### src/rtl/mrfc_pkg.sv
`timescale 1ns / 1ps
package mrfc_pkg;

   localparam int MAX_VALUES  = 4;
   localparam int QUEUE_DEPTH = 4;

   localparam logic [7:0]  BYTE_MASK = 8'hFF;
   localparam logic [15:0] CRC_INIT  = 16'hFFFF;
   localparam logic [15:0] CRC_POLY  = 16'hA001;

   localparam logic [1:0] REG_DEVICE_ADDRESS  = 2'd0;
   localparam logic [1:0] REG_EXPECTED_LENGTH = 2'd1;
   localparam logic [1:0] REG_VALUE_COUNT     = 2'd2;

   localparam logic [1:0] ST_OK          = 2'd0;
   localparam logic [1:0] ST_BAD_LENGTH  = 2'd1;
   localparam logic [1:0] ST_BAD_CRC     = 2'd2;
   localparam logic [1:0] ST_BAD_ADDRESS = 2'd3;

   localparam logic KIND_VALUE  = 1'b0;
   localparam logic KIND_STATUS = 1'b1;

   typedef enum logic [1:0] {
      OP_ADDR,
      OP_GROUP_BYTE,
      OP_GROUP_END,
      OP_TAIL
   } op_type;

   typedef struct packed {
      logic [7:0] rx_byte;
      logic       frame_last;
      op_type     op;
      logic       len_ok;
      logic [1:0] value_index;
   } entry_type;

   function automatic logic [15:0] crc16_byte(input logic [15:0] crc, input logic [7:0] b);
      logic [15:0] c;
      c = crc ^ {8'h00, b};
      for (int k = 0; k < 8; k++) begin
         if (c[0]) c = (c >> 1) ^ CRC_POLY;
         else      c = c >> 1;
      end
      return c;
   endfunction

endpackage

### src/rtl/mrfc_back.sv
`timescale 1ns / 1ps
module mrfc_back
   import mrfc_pkg::*;
(
   input  logic        clock,
   input  logic        reset,
   input  logic        q_empty,
   input  entry_type   q_entry,
   output logic        q_pop,
   input  logic [7:0]  device_address,
   output logic        rsp_valid,
   input  logic        rsp_stall,
   output logic        rsp_result_kind,
   output logic [31:0] rsp_energy_value,
   output logic [1:0]  rsp_value_index,
   output logic [1:0]  rsp_frame_status,
   output logic        rsp_frame_done
);

   logic [15:0] crc_ff, crc_in;
   logic [7:0]  first_byte_ff, first_byte_in;
   logic [23:0] group_buffer_ff, group_buffer_in;
   logic        valid_ff, valid_in;
   logic        kind_ff, kind_in;
   logic [31:0] value_ff, value_in;
   logic [1:0]  index_ff, index_in;
   logic [1:0]  status_ff, status_in;
   logic [15:0] crc_next;
   logic [7:0]  b;

   assign q_pop = !q_empty && (!valid_ff || !rsp_stall);
   assign b     = q_entry.rx_byte;

   always_comb begin
      crc_next        = crc16_byte(crc_ff, b);
      crc_in          = crc_ff;
      first_byte_in   = first_byte_ff;
      group_buffer_in = group_buffer_ff;
      valid_in        = valid_ff && rsp_stall;
      kind_in         = kind_ff;
      value_in        = value_ff;
      index_in        = index_ff;
      status_in       = status_ff;

      if (q_pop) begin
         crc_in = crc_next;
         case (q_entry.op)
            OP_ADDR:       first_byte_in   = b;
            OP_GROUP_BYTE: group_buffer_in = {group_buffer_ff[15:0], b};
            OP_GROUP_END:  group_buffer_in = 24'd0;
            default:       ;
         endcase

         if (q_entry.frame_last) begin
            valid_in  = 1'b1;
            kind_in   = KIND_STATUS;
            value_in  = 32'd0;
            index_in  = 2'd0;
            if (!q_entry.len_ok)                  status_in = ST_BAD_LENGTH;
            else if (crc_next != 16'd0)           status_in = ST_BAD_CRC;
            else if (first_byte_in != device_address) status_in = ST_BAD_ADDRESS;
            else                                  status_in = ST_OK;
            crc_in          = CRC_INIT;
            first_byte_in   = 8'd0;
            group_buffer_in = 24'd0;
         end else if (q_entry.op == OP_GROUP_END) begin
            valid_in  = 1'b1;
            kind_in   = KIND_VALUE;
            // wire order is bytes 2,1,4,3 of the group
            value_in  = {group_buffer_ff[15:8], group_buffer_ff[23:16], b,
                         group_buffer_ff[7:0]};
            index_in  = q_entry.value_index;
            status_in = ST_OK;
         end
      end
   end

   always_ff @(posedge clock) begin
      if (reset) begin
         crc_ff          <= CRC_INIT;
         first_byte_ff   <= 8'd0;
         group_buffer_ff <= 24'd0;
         valid_ff        <= 1'b0;
      end else begin
         crc_ff          <= crc_in;
         first_byte_ff   <= first_byte_in;
         group_buffer_ff <= group_buffer_in;
         valid_ff        <= valid_in;
      end
   end

   always_ff @(posedge clock) begin
      kind_ff   <= kind_in;
      value_ff  <= value_in;
      index_ff  <= index_in;
      status_ff <= status_in;
   end

   assign rsp_valid        = valid_ff;
   assign rsp_result_kind  = kind_ff;
   assign rsp_energy_value = value_ff;
   assign rsp_value_index  = index_ff;
   assign rsp_frame_status = status_ff;
   assign rsp_frame_done   = kind_ff;

endmodule

### config.mk
export PLATFORM = sky130hd
export DESIGN_NAME = mrfc_back
export DESIGN_NICKNAME = d
export VERILOG_FILES = /design/src/rtl/mrfc_pkg.sv /design/src/rtl/mrfc_back.sv
export SDC_FILE = /design/constraint.sdc
export NUM_CORES = 1
export LEC_CHECK = 0
export ABC_CLOCK_PERIOD_IN_PS = 9700
export BUFFER_PORTS_ARGS = -buffer_cell sky130_fd_sc_hd__buf_2
export CAP_MARGIN = 20
export CORE_MARGIN = 2
export CORE_UTILIZATION = 40
export CTS_CLUSTER_SIZE = 8
export DETAILED_ROUTE_END_ITERATION = 8
export GPL_TIMING_DRIVEN = 0
export PLACE_DENSITY_LB_ADDON = 0.3
export SETUP_SLACK_MARGIN = 0.5
export SLEW_MARGIN = 40
export SYNTH_ARGS = -nofsm -noshare
export SYNTH_HDL_FRONTEND = slang
export SYNTH_SLANG_ARGS = --single-unit
### constraint.sdc
create_clock -name clock -period 9.7 [get_ports clock]
set_clock_uncertainty 0.2 [all_clocks]
set_input_delay 0.485 -clock clock [delete_from_list [all_inputs] [get_ports clock]]
set_output_delay 0.485 -clock clock [all_outputs]
set_load 0.1 [all_outputs]
==> results.sh <==
export IMPL_crit_type="register to register"
export IMPL_fin_nets=469
export IMPL_grt_max_degree=19
export IMPL_synth_edf_count=37
export IMPL_synth_warnings=0
export IMPL_fmax_mhz=277
export IMPL_finalInstanceArea_um2=4470
export IMPL_drive_gt1_share_pct=22.4
export IMPL_rsz0062_at_grt="false"
export IMPL_grt_first_pass_wirelength_um=14200
export IMPL_cts_setup_buffers=0
export IMPL_fin_crit_ns=3.61
export IMPL_htreeDepth=3
export IMPL_viasPerCell=5.15
export IMPL_pre_cts_slack_ns=5.82
export IMPL_drc=0
export IMPL_clock_sinks=86
export IMPL_die_x_um=101
export IMPL_status="finished, final reports clean"
export IMPL_path_buf_inv=0
export IMPL_worstPathArrival_ns=3.52
export IMPL_cts_hold_buf=0
export IMPL_final_max_slew_viol_count=0
export IMPL_synthFlopType="dfxtp_1"
export IMPL_core_area_um2=9200
export IMPL_async_flop_share_pct=0
export IMPL_p_total_uw=842
export IMPL_cap_viol_max_count=0
export IMPL_top_layer="met4"
export IMPL_syn_area_um2=3780
export IMPL_pwr_density_cell_nw_per_um2=188
export IMPL_clockBufferDepth=2
export IMPL_wl_met1_um=3790
export IMPL_avgSynthCellArea_um2=10.3
export IMPL_io_buffers=62
export IMPL_fin_crit_sh_pct=37.3
export IMPL_die_area_um2=10200
export IMPL_num_vias=2871
export IMPL_die_h_um=101
export IMPL_finalWorstSetupSlack_ns=6.09
export IMPL_hold_viol_final=0
export IMPL_p_leak_nw=1.72
export IMPL_place_congestion=0.894
export IMPL_min_path_type="primary input to register"
export IMPL_synth_cells=367
export IMPL_wl_met2_um=4170
export IMPL_slowest_delay_ns=0.51
export IMPL_clk_pin_slew_worst_paths_ns=0.10
export IMPL_grtUsageTotal_pct=18.0
export IMPL_setup_viol=0
export IMPL_yosys_register_bits=86
export IMPL_path_delay_family="XOR/XNOR gates"
export IMPL_cts_resized_gates=0
export IMPL_synth_distinct_cells=42
export IMPL_worst_pin_slew_ns=0.664
export IMPL_diodes=0
export IMPL_routed_wl_um=8570
export IMPL_dpl_instance_area_um2=4280
export IMPL_area_delta_synth_final_pct=18.3
export IMPL_ir_worst_vdd_v=0.0000723
export IMPL_wl_per_cell_um=15.4
export IMPL_endpoint_kind="register"
export IMPL_yosysSeqAreaShare_pct=55.3
export IMPL_wl_met3_um=401
export IMPL_ioPinCount=66
export IMPL_slowest_stage="or4_4"
export IMPL_num_rows=35
export IMPL_grt_pass1_vias=2833
export IMPL_crit_required_ns=9.60
export IMPL_grt_ovfl_total=0
export IMPL_numCtsBuffers=9
export IMPL_cp_max_fo=5
export IMPL_drtAntennaViolNets=0
export IMPL_tritoncts="yes"
export IMPL_drtPass1Iterations=4
export IMPL_dpl_hpwl_um=6180
export IMPL_start_util_pct=41.1
export IMPL_cts_root_buf="clkbuf_8"
export IMPL_synthesis_nets=394
export IMPL_finalSetupTns_ns=0
export IMPL_crit_top_cell="xnor2_1"
export IMPL_cp_cell_sequence="xnor2_2, xor2_1, xnor3_1, xnor2_1, ha_1, xnor2_1, nand4b_1, or4_4, o311a_1"
export IMPL_clock_latency_ns=0.35
export IMPL_relSlewSlack_pct=55.8
export IMPL_drt_iter0_drc=191
export IMPL_cp_start_kind="register"
export IMPL_antenna_found_initial=0
==> synthesized netlist by cell type (all sizes together), types with 2 or more instances <==
cell | n | area, um2
a21o | 2 | 15.0
a21oi | 32 | 160
a22oi | 8 | 60.1
buf | 2 | 12.5
clkbuf | 23 | 87.6
dfxtp | 49 | 981
edfxtp | 37 | 1110
inv | 9 | 33.8
nand2 | 27 | 101
nand2b | 5 | 31.3
nand3 | 27 | 135
nor2 | 28 | 105
nor2b | 33 | 206
nor3 | 13 | 65.1
nor4 | 5 | 31.3
o211ai | 2 | 15.0
o21ai | 5 | 25.0
o21bai | 6 | 45.0
o221ai | 2 | 17.5
o22ai | 3 | 18.8
o311a | 2 | 20.0
or2 | 5 | 31.3
xnor2 | 18 | 225
xnor3 | 2 | 45.0
xor2 | 10 | 87.6
==> placed cells by master (no fill, tap or decap), types with 2 or more instances in the layout <==
cell / netlist / routed
a21o_1: 2 / 2
clkbuf_1: 22 / 22
o221ai_1: 2 / 2
o21ai_1: 2 / 2
dfxtp_1: 49 / 49
o22ai_1: 3 / 3
nor4_1: 5 / 5
o311a_1: 2 / 2
nand3_1: 27 / 27
nor2_1: 28 / 27
inv_8: 0 / 2
xnor3_1: 2 / 2
nand2_1: 27 / 27
a22oi_1: 8 / 8
nor2b_1: 33 / 33
clkbuf_8: 0 / 9
xnor2_1: 9 / 9
o211ai_1: 2 / 2
a21oi_1: 32 / 32
inv_1: 9 / 9
xnor2_2: 9 / 9
xor2_1: 10 / 10
inv_6: 0 / 3
nand2b_1: 5 / 5
nor3_1: 13 / 12
or2_2: 4 / 4
edfxtp_1: 37 / 37
o21bai_1: 6 / 6
buf_2: 1 / 63
o21ai_0: 3 / 3
==> sequential cells by signal (all words and copies together) (netlist names) <==
name              cells
first_byte_ff         8
rsp_frame_status      2
rsp_frame_done        1
rsp_value_index       2
group_buffer_ff      24
rsp_valid             1
crc_ff               16
rsp_energy_value     32
==> layer usage <==
layer / track usage (%) / up-vias
li1: - / 1429
met3: 3.73 / 20
met2: 29.4 / 82
met1: 23.2 / 1340
met5: 0 / -
met4: 7.59 / 0
==> worst reg2reg max path, stage by stage (launching register included) <==
cell and delay, ns:
dfxtp_1 0.34, xnor2_2 0.33, xor2_1 0.26, xnor3_1 0.50, xnor2_1 0.23, ha_1 0.34, xnor2_1 0.24, nand4b_1 0.13
or4_4 0.51, o311a_1 0.30
==> power by group <==
group | switching, mW | total, mW | internal (mW)
registers | 0.00776 | 0.401 | 0.393
logic | 0.136 | 0.198 | 0.0616
clock network | 0.143 | 0.243 | 0.0999
==> path summary, 6_finish.rpt <==
| path | to | slack [ns] | cells after the start | startpoint |
|---|---|---|---|---|
| worst max-delay path | rsp_frame_status[1]$_SDFFCE_PN0P_ | 6.09 | 9 | crc_ff[4]$_SDFFE_PP1P_ |
| worst min-delay path | rsp_frame_done$_SDFFCE_PP1P_ | 0.12 | 1 | q_entry[5] |
| worst max register to register | rsp_frame_status[1]$_SDFFCE_PN0P_ | 6.09 | 9 | crc_ff[4]$_SDFFE_PP1P_ |
| worst min register to register | group_buffer_ff[17]$_SDFFE_PP0P_ | 0.25 | 2 | group_buffer_ff[17]$_SDFFE_PP0P_ |
==> cell families (layout without fill, tap and decap cells) <==
group | after synthesis | in the layout | share of synthesized area (%)
mux | 1 | 1 | 0.265
fa+ha+maj | 1 | 1 | 0.331
buf+inv | 34 | 114 | 3.54
flops | 86 | 86 | 55.3
xor+xnor | 30 | 30 | 9.47
compound gates | 67 | 67 | 11.2
simple gates | 148 | 148 | 19.9
==> stage by stage <==
step           hold slack, ns  cells  util [%]
6_report                0.122    558      48.6
3_5_place_dp            0.241    542      46.5
4_1_cts                 0.116    558      48.6
3_3_place_gp            0.238    540      46.0
5_1_grt                 0.119    558      48.6
2_1_floorplan           0.227    367         -
==> layout make-up <==
| cell class | count | area (um2) |
|---|---|---|
| fillers | 872 | 4720 |
| plain buffers | 25 | 100 |
| clock buffers | 9 | 124 |
| repair buffers | 64 | 353 |
| clock inverters | 7 | 65.1 |
| multi-input cells | 247 | 1570 |
| inverters | 9 | 33.8 |
| well taps | 111 | 139 |
| flip-flops and latches | 86 | 2090 |
Note: power is estimated with default switching activity, not from simulation.
